==> config.mk <==
export PLATFORM = sky130hd
export DESIGN_NAME = length_framed_response_checker_unit
export DESIGN_NICKNAME = d
export VERILOG_FILES = /design/src/rtl/lfrc_pkg.sv /design/src/rtl/length_framed_response_checker_unit.sv
export SDC_FILE = /design/constraint.sdc
export NUM_CORES = 1
export LEC_CHECK = 0
export ABC_AREA = 1
export BUFFER_PORTS_ARGS = -buffer_cell sky130_fd_sc_hd__buf_2
export CORE_MARGIN = 10
export CORE_UTILIZATION = 64
export DETAILED_ROUTE_END_ITERATION = 16
export PLACE_DENSITY = 0.82
export SLEW_MARGIN = 40
export SYNTH_ARGS = -nofsm -noshare
export SYNTH_HDL_FRONTEND = slang
export SYNTH_SLANG_ARGS = --single-unit
==> constraint.sdc <==
create_clock -name clock -period 19.9 [get_ports clock]
set_input_delay 2.985 -clock clock [delete_from_list [all_inputs] [get_ports clock]]
set_output_delay 2.985 -clock clock [all_outputs]
set_load 0.005 [all_outputs]
==> src/rtl/lfrc_pkg.sv <==
// Package for the length-framed response checker.
// Holds field widths, result codes, the result item type and tdata packing.
// No dependencies.
`default_nettype none

package lfrc_pkg;

   localparam int unsigned BYTE_W    = 8;
   localparam int unsigned STATUS_W  = 2;
   localparam int unsigned SUM_W     = 16;
   localparam int unsigned RSP_DATA_W = 32;
   localparam int unsigned HDR_LEN_POS = 3;

   localparam logic KIND_PAYLOAD = 1'b0;
   localparam logic KIND_STATUS  = 1'b1;

   localparam logic [STATUS_W-1:0] STATUS_OK        = 2'd0;
   localparam logic [STATUS_W-1:0] STATUS_MISMATCH  = 2'd1;
   localparam logic [STATUS_W-1:0] STATUS_ZERO_CSUM = 2'd2;

   typedef struct packed {
      logic                result_kind;
      logic [BYTE_W-1:0]   payload_byte;
      logic [BYTE_W-1:0]   payload_index;
      logic [STATUS_W-1:0] frame_status;
      logic [BYTE_W-1:0]   payload_length;
   } rsp_item_type;

   function automatic logic [RSP_DATA_W-1:0] pack_rsp_data(input rsp_item_type item);
      pack_rsp_data = {6'd0, item.payload_length, item.frame_status,
                       item.payload_index, item.payload_byte};
   endfunction

endpackage

`default_nettype wire

==> src/rtl/length_framed_response_checker_unit.sv <==
// Length-framed response checker: frame parser, checksum check and a
// two-entry output buffer. Depends on lfrc_pkg.
//
//  channel | dir | tdata (low bit up)                                  | tuser
//  req     | in  | rx_byte[7:0]                                        | frame_start
//  rsp     | out | payload_byte, payload_index, frame_status,         | result_kind
//          |     | payload_length, 6 zero bits                         |
//
// A byte is taken each cycle while the skid register is empty; parse state updates
// at the accepting edge, where any result lands in the output register, or in the
// skid register if the output is full and not popped. The sum is 16 bits wide.
// Synchronous reset returns the parser to header byte 0 and empties the buffer.
// A skid register holds one extra result; req_tready drops only while it is full.
`default_nettype none

module length_framed_response_checker_unit (
   input  wire logic        clock,
   input  wire logic        reset,
   input  wire logic        req_tvalid,
   output logic             req_tready,
   input  wire logic [7:0]  req_tdata,   // rx_byte[7:0]
   input  wire logic        req_tuser,   // frame_start
   output logic             rsp_tvalid,
   input  wire logic        rsp_tready,
   output logic [lfrc_pkg::RSP_DATA_W-1:0] rsp_tdata, // byte, index, status, length
   output logic             rsp_tuser    // result_kind
);
   import lfrc_pkg::*;

   typedef enum logic [1:0] {
      PH_HEADER,
      PH_PAYLOAD,
      PH_CSUM_HI,
      PH_CSUM_LO
   } phase_type;

   phase_type           phase_ff, phase_in;
   logic [BYTE_W-1:0]   count_ff, count_in;
   logic [BYTE_W-1:0]   length_ff, length_in;
   logic [SUM_W-1:0]    sum_ff, sum_in;
   logic [BYTE_W-1:0]   csum_hi_ff, csum_hi_in;

   rsp_item_type        out_ff, skid_ff, new_item;
   logic                out_valid_ff, skid_valid_ff;
   logic                new_valid;

   phase_type           cur_phase;
   logic [BYTE_W-1:0]   cur_count;
   logic [BYTE_W-1:0]   count_inc;
   logic [SUM_W-1:0]    received;
   logic [SUM_W-1:0]    expected;
   logic                accept, pop;

   assign accept     = req_tvalid && req_tready;
   assign pop        = out_valid_ff && rsp_tready;
   assign req_tready = !skid_valid_ff;
   assign rsp_tvalid = out_valid_ff;
   assign rsp_tuser  = out_ff.result_kind;
   assign rsp_tdata  = pack_rsp_data(out_ff);

   assign cur_phase = req_tuser ? PH_HEADER : phase_ff;
   assign cur_count = req_tuser ? '0 : count_ff;
   assign count_inc = cur_count + 8'd1;
   assign received  = {csum_hi_ff, req_tdata};
   assign expected  = SUM_W'(0) - sum_ff;

   always_comb begin
      phase_in   = cur_phase;
      count_in   = cur_count;
      length_in  = length_ff;
      sum_in     = sum_ff;
      csum_hi_in = csum_hi_ff;
      new_valid  = 1'b0;
      new_item   = '0;
      case (cur_phase)
         PH_HEADER: begin
            if (cur_count == BYTE_W'(HDR_LEN_POS)) begin
               length_in = req_tdata;
               sum_in    = {8'd0, req_tdata};
               count_in  = '0;
               phase_in  = (req_tdata == '0) ? PH_CSUM_HI : PH_PAYLOAD;
            end else begin
               count_in = count_inc;
            end
         end
         PH_PAYLOAD: begin
            new_valid              = 1'b1;
            new_item.result_kind   = KIND_PAYLOAD;
            new_item.payload_byte  = req_tdata;
            new_item.payload_index = cur_count;
            sum_in   = sum_ff + {8'd0, req_tdata};
            count_in = count_inc;
            if (count_inc == length_ff) begin
               phase_in = PH_CSUM_HI;
            end
         end
         PH_CSUM_HI: begin
            csum_hi_in = req_tdata;
            phase_in   = PH_CSUM_LO;
         end
         PH_CSUM_LO: begin
            new_valid               = 1'b1;
            new_item.result_kind    = KIND_STATUS;
            new_item.payload_length = length_ff;
            if (received == '0) begin
               new_item.frame_status = STATUS_ZERO_CSUM;
            end else if (received != expected) begin
               new_item.frame_status = STATUS_MISMATCH;
            end else begin
               new_item.frame_status = STATUS_OK;
            end
            phase_in = PH_HEADER;
            count_in = '0;
         end
         default: begin
            phase_in = PH_HEADER;
            count_in = '0;
         end
      endcase
   end

   always_ff @(posedge clock) begin
      if (reset) begin
         phase_ff      <= PH_HEADER;
         count_ff      <= '0;
         length_ff     <= '0;
         sum_ff        <= '0;
         csum_hi_ff    <= '0;
         out_valid_ff  <= 1'b0;
         skid_valid_ff <= 1'b0;
      end else begin
         if (accept) begin
            phase_ff   <= phase_in;
            count_ff   <= count_in;
            length_ff  <= length_in;
            sum_ff     <= sum_in;
            csum_hi_ff <= csum_hi_in;
         end
         if (skid_valid_ff) begin
            if (pop) begin
               out_ff        <= skid_ff;
               skid_valid_ff <= 1'b0;
            end
         end else if (accept && new_valid) begin
            if (!out_valid_ff || pop) begin
               out_ff       <= new_item;
               out_valid_ff <= 1'b1;
            end else begin
               skid_ff       <= new_item;
               skid_valid_ff <= 1'b1;
            end
         end else if (pop) begin
            out_valid_ff <= 1'b0;
         end
      end
   end

   a_skid_implies_out: assert property (@(posedge clock) disable iff (reset)
      skid_valid_ff |-> out_valid_ff)
      else $error("skid entry held with empty output register");

   a_reset_empties: assert property (@(posedge clock)
      $past(reset) && !reset |-> !rsp_tvalid && req_tready)
      else $error("output buffer not empty after reset");

   a_payload_fields: assert property (@(posedge clock) disable iff (reset)
      rsp_tvalid && rsp_tuser == KIND_PAYLOAD |->
         out_ff.frame_status == STATUS_OK && out_ff.payload_length == '0)
      else $error("payload item carries status fields");

   a_payload_nonzero_len: assert property (@(posedge clock) disable iff (reset)
      phase_ff == PH_PAYLOAD |-> length_ff != '0 && count_ff < length_ff)
      else $error("payload phase with index beyond length");

   a_header_count: assert property (@(posedge clock) disable iff (reset)
      phase_ff == PH_HEADER |-> count_ff < BYTE_W'(HDR_LEN_POS + 1))
      else $error("header byte count out of range");

endmodule

`default_nettype wire

==> impl_summary.txt <==
----------------------------------------------------
[Global routing]
  Via count of the first global-routing pass ... ~4.6k
  Wire length of the first global-routing pass ... roughly 22,000 um
  Grt ovf ... 0
  Antenna violations before repair ... 0
  Maximum number of pins on one net before global-route repair ... 32
  All-Layer GR Usage ... 0.2071

[Synth]
  Top flip-flop cell by instance count after synthesis ... edfxtp_1
  Fraction of post-synthesis cell area in the top cell type by area ... 0.3023
  Netlist area before placement ... 5364 um2
  Number of enable flip-flop cells after synthesis ... 54
  Unique masters post-synth ... 39
  Post-synth ARST share ... 0
  Ranking of synthesized cells by area ... edfxtp_1 30%, dfxtp_1 16%, nand2_1 15%
  FF+latch count, synth ... 98
  Seq/Total Area, Yosys ... 0.4665
  Synthesized instance count ... around 710
  Cell type contributing the most total cell area after synthesis ... edfxtp_1
  Count of warnings emitted by yosys ... 0
  Average cell area after synthesis ... around 7.5 um2

[Clocking]
  Buffer depth of the longest clock path ... 2
  H-tree depth reported by CTS ... 3
  Clock-pin slew on the worst setup and hold paths ... between 0.1 and 0.15 ns
  Clock sink count ... roughly 100
  Number of buffers inserted by post-CTS setup repair ... 0
  CTS Buf Count ... 9
  CTS Root Cell ... clkbuf_8
  Clock network latency to the later pin of the worst-skew pair ... roughly 0.38 ns
  Count of hold buffers inserted by post-cts repair ... 0
  Quantity of gates resized following cts ... 0
  Clock tree from TritonCTS ... built

[STA]
  Final Slew Violations ... 0
  Achievable Freq ... 184.3 MHz
  Hold violation total from the final report ... 0
  Unrepaired setup endpoints after global routing ... no
  Fin crit period ... between 5 and 6 ns
  Slack of the critical path ... around 14 ns
  Slew Limit Headroom ... 0.4532
  Fin Clk Skew ... roughly 0.014 ns
  Final setup violating endpoints ... 0
  Slew at the pin closest to its max-slew limit ... roughly 0.81 ns
  Worst hold margin ... roughly 0.49 ns
  Share of the clock period used by the worst path after layout ... 0.2726
  Accumulated negative setup slack ... 0 ns

[Critical path]
  Critical path cell sequence ... buf_2, nor2_1, inv_2, nor2_1, inv_2, o21ai_2, nand3_1, or2_0, a21oi_1
  Crit path required time ... roughly 20 ns
  Crit path buf inv count ... 3
  Worst Setup End Kind ... flop
  Reg-to-reg setup timing slack ... 16.88 ns
  Largest fanout on the critical path ... 27
  CP delay by family, top ... simple AND/OR/NAND/NOR gates
  R2R depth ... 9
  Reg2Reg Launch Point ... phase_ff[0]
  Max stage delay on crit path ... ~0.75 ns
  Reg-to-reg critical path endpoint ... sum_ff[15]
  Cell at the slowest stage of the critical path ... o21ai_2
  Crit path launch type ... input pin
  Data arrival time of the critical path ... between 5 and 6 ns
  Worst Path Class, Setup ... input pin to flop

[Outcome]
  Run status ... finished clean

[Hold path]
  Hold Path Stages ... 2
  Type of the most critical hold path ... flop to flop
  Hold path startpoint ... count_ff[0]
  End point of the worst hold path ... count_ff[0]

[Drt]
  Drt via density ... between 5 and 6
  Per-cell routed wire length ... 15.56 um
  Drt first pass iters ... 6
  Total via count after detailed routing ... a little under 5k
  Wire length after detailed routing ... 13,330 um
  DRC violations left ... 0
  Final antenna-violating net count ... 0
  Initial drt markers ... around 460

[Pwr]
  Sequential group share of total power ... 0.557
  Worst supply voltage drop on vdd ... ~43 uV
  Power spent charging and discharging nets ... 0.1101 mW
  Total power density per cell area ... 66.74 nW/um2
  Leakage power of the design ... about 2.5 nW
  Clock share of power ... 0.337
  Combinational share of power ... 0.106
  Internal ... ~0.28 mW
  Switching power as a share of total power ... 0.2842

[Place]
  Number of port buffers ... just over 40
  Worst slack at placement ... around 14 ns
  Routability cong. ... about 0.95
  HPWL after DPL ... just over 10,000 um

[Layout]
  Fraction of layout cells with a size suffix above 1 ... 0.1037
  Area grow syn2layout ... 8.234%
  Final net count ... ~770
  Antenna diode instance count ... 0
  Final Util ... 0.7101

[Floorplanning]
  Core Box Area ... ~8200 um2
  Initial Utilization ... 0.6561
  Overall die height ... 111.6 um
  Row cnt ... 33
  Chip width ... 111.6 um
  Area of the die ... 12,440 um2
  Number of top-level design ports ... 48

[Flow run]
  Number of maximum-capacitance violations ... 0

----------------------------------------------------
==> worst max-delay path by stage <==
stage / cells after the start / start / end / slack, ns
after floorplan: 6 / req_tuser / rsp_tdata[0] / 11.57
final: 9 / req_tuser / sum_ff[15] / 14.47
after CTS: 9 / req_tuser / sum_ff[15] / 14.51
after detailed placement: 9 / req_tuser / sum_ff[15] / 14.12
after global routing: 9 / req_tuser / sum_ff[1] / 14.29
after global placement: 9 / req_tuser / sum_ff[15] / 14.31
==> power by group through the flow <==
| stage | registers (mW) | clock network (mW) | logic (mW) |
|---|---|---|---|
| floorplan | 0.220 | 0 | 0.0309 |
| global placement | 0.220 | 0 | 0.0385 |
| detailed placement | 0.220 | 0 | 0.0401 |
| CTS | 0.216 | 0.131 | 0.0404 |
| global route | 0.216 | 0.139 | 0.0466 |
| finish | 0.216 | 0.131 | 0.0411 |
==> Yosys cell counts (2+ instances only) <==
cell and n:
nand2_1 208, nor2_1 89, inv_1 79, edfxtp_1 54, a21oi_1 46, dfxtp_1 44, nand3_1 44, o21ai_0 40
clkbuf_1 12, ha_1 10, nand4_1 10, xor2_1 9, buf_4 6, xnor2_1 6, a31oi_1 4, buf_1 4
inv_2 4, nand3b_1 4, o21bai_1 4, or2_2 4, a22oi_1 3, buf_2 3, buf_6 3, nor3_1 3
nor4_1 3, a211oi_1 2, nand3_2 2, nor2_2 2, o21ai_1 2
==> layer usage <==
layer  part of all wire  up-vias  routed length (um)  global-route usage
met4              0.016        0                 209             0.06598
met3               0.10       20                1365             0.04992
met5                  0        -                   0                   0
met2               0.45      247                5990              0.3224
li1                   -     2375                   -                   -
met1               0.43     2230                5766              0.2779
==> state kept, by name (all words and copies together), names as in the netlist <==
signal	count
skid_valid_ff	1
sum_ff	16
skid_ff	27
rsp_tuser	1
csum_hi_ff	8
phase_ff	2
rsp_tvalid	1
count_ff	8
rsp_tdata	26
length_ff	8
==> cells in the final DEF, fill, tap and decap left out, drive strengths merged, types with 2 or more instances in the layout <==
cell    synthesis  routed
a211oi          2       2
a21oi          46      46
a22oi           3       3
a31oi           4       4
buf            16      45
clkbuf         12       9
conb            1       6
dfxtp          44      44
edfxtp         54      54
ha             10      10
inv            83      88
nand2         208     208
nand3          46      46
nand3b          4       4
nand4          10      10
nor2           92      92
nor3            3       3
nor4            3       3
o21ai          43      43
o21bai          4       4
or2             5       5
xnor2           6       6
xor2            9       9
==> per-stage QoR <==
stage / area (um2) / power, mW / std cells
after floorplan: 5383 / 0.2508 / 719
after global placement: 5604 / 0.2589 / 841
after detailed placement: 5604 / 0.2605 / 841
after CTS: 5803 / 0.3876 / 857
after global routing: 5806 / 0.4023 / 857
final: 5806 / 0.3875 / 857
==> worst min-delay path, stage by stage (launching register included) <==
cell     delay [ns]
dfxtp_1        0.33
nand2_1        0.06
a21oi_1        0.05
==> logic make-up (layout without fill, tap and decap cells) <==
family / after synthesis / after routing / share of synthesized area
DFF: 98 / 98 / 0.4665
adders and majority gates: 11 / 11 / 0.02706
xor gates and xnor gates: 15 / 15 / 0.02449
AOI/OAI and AO/OA: 106 / 106 / 0.1068
buffers and inverters: 111 / 144 / 0.08677
other: 1 / 6 / 0.0006991
and+or+nand+nor: 372 / 372 / 0.2876
==> layout make-up <==
class | instances | area [um2]
Clock buffer | 9 | 123.9
Inverter | 83 | 311.5
Tap cell | 105 | 131.4
Timing Repair Buffer | 45 | 235.2
Sequential cell | 98 | 2502
Clock inverter | 7 | 75.07
Fill cell | 674 | 2370
Multi-Input combinational cell | 510 | 2426
(Power assumes the default switching activity.)
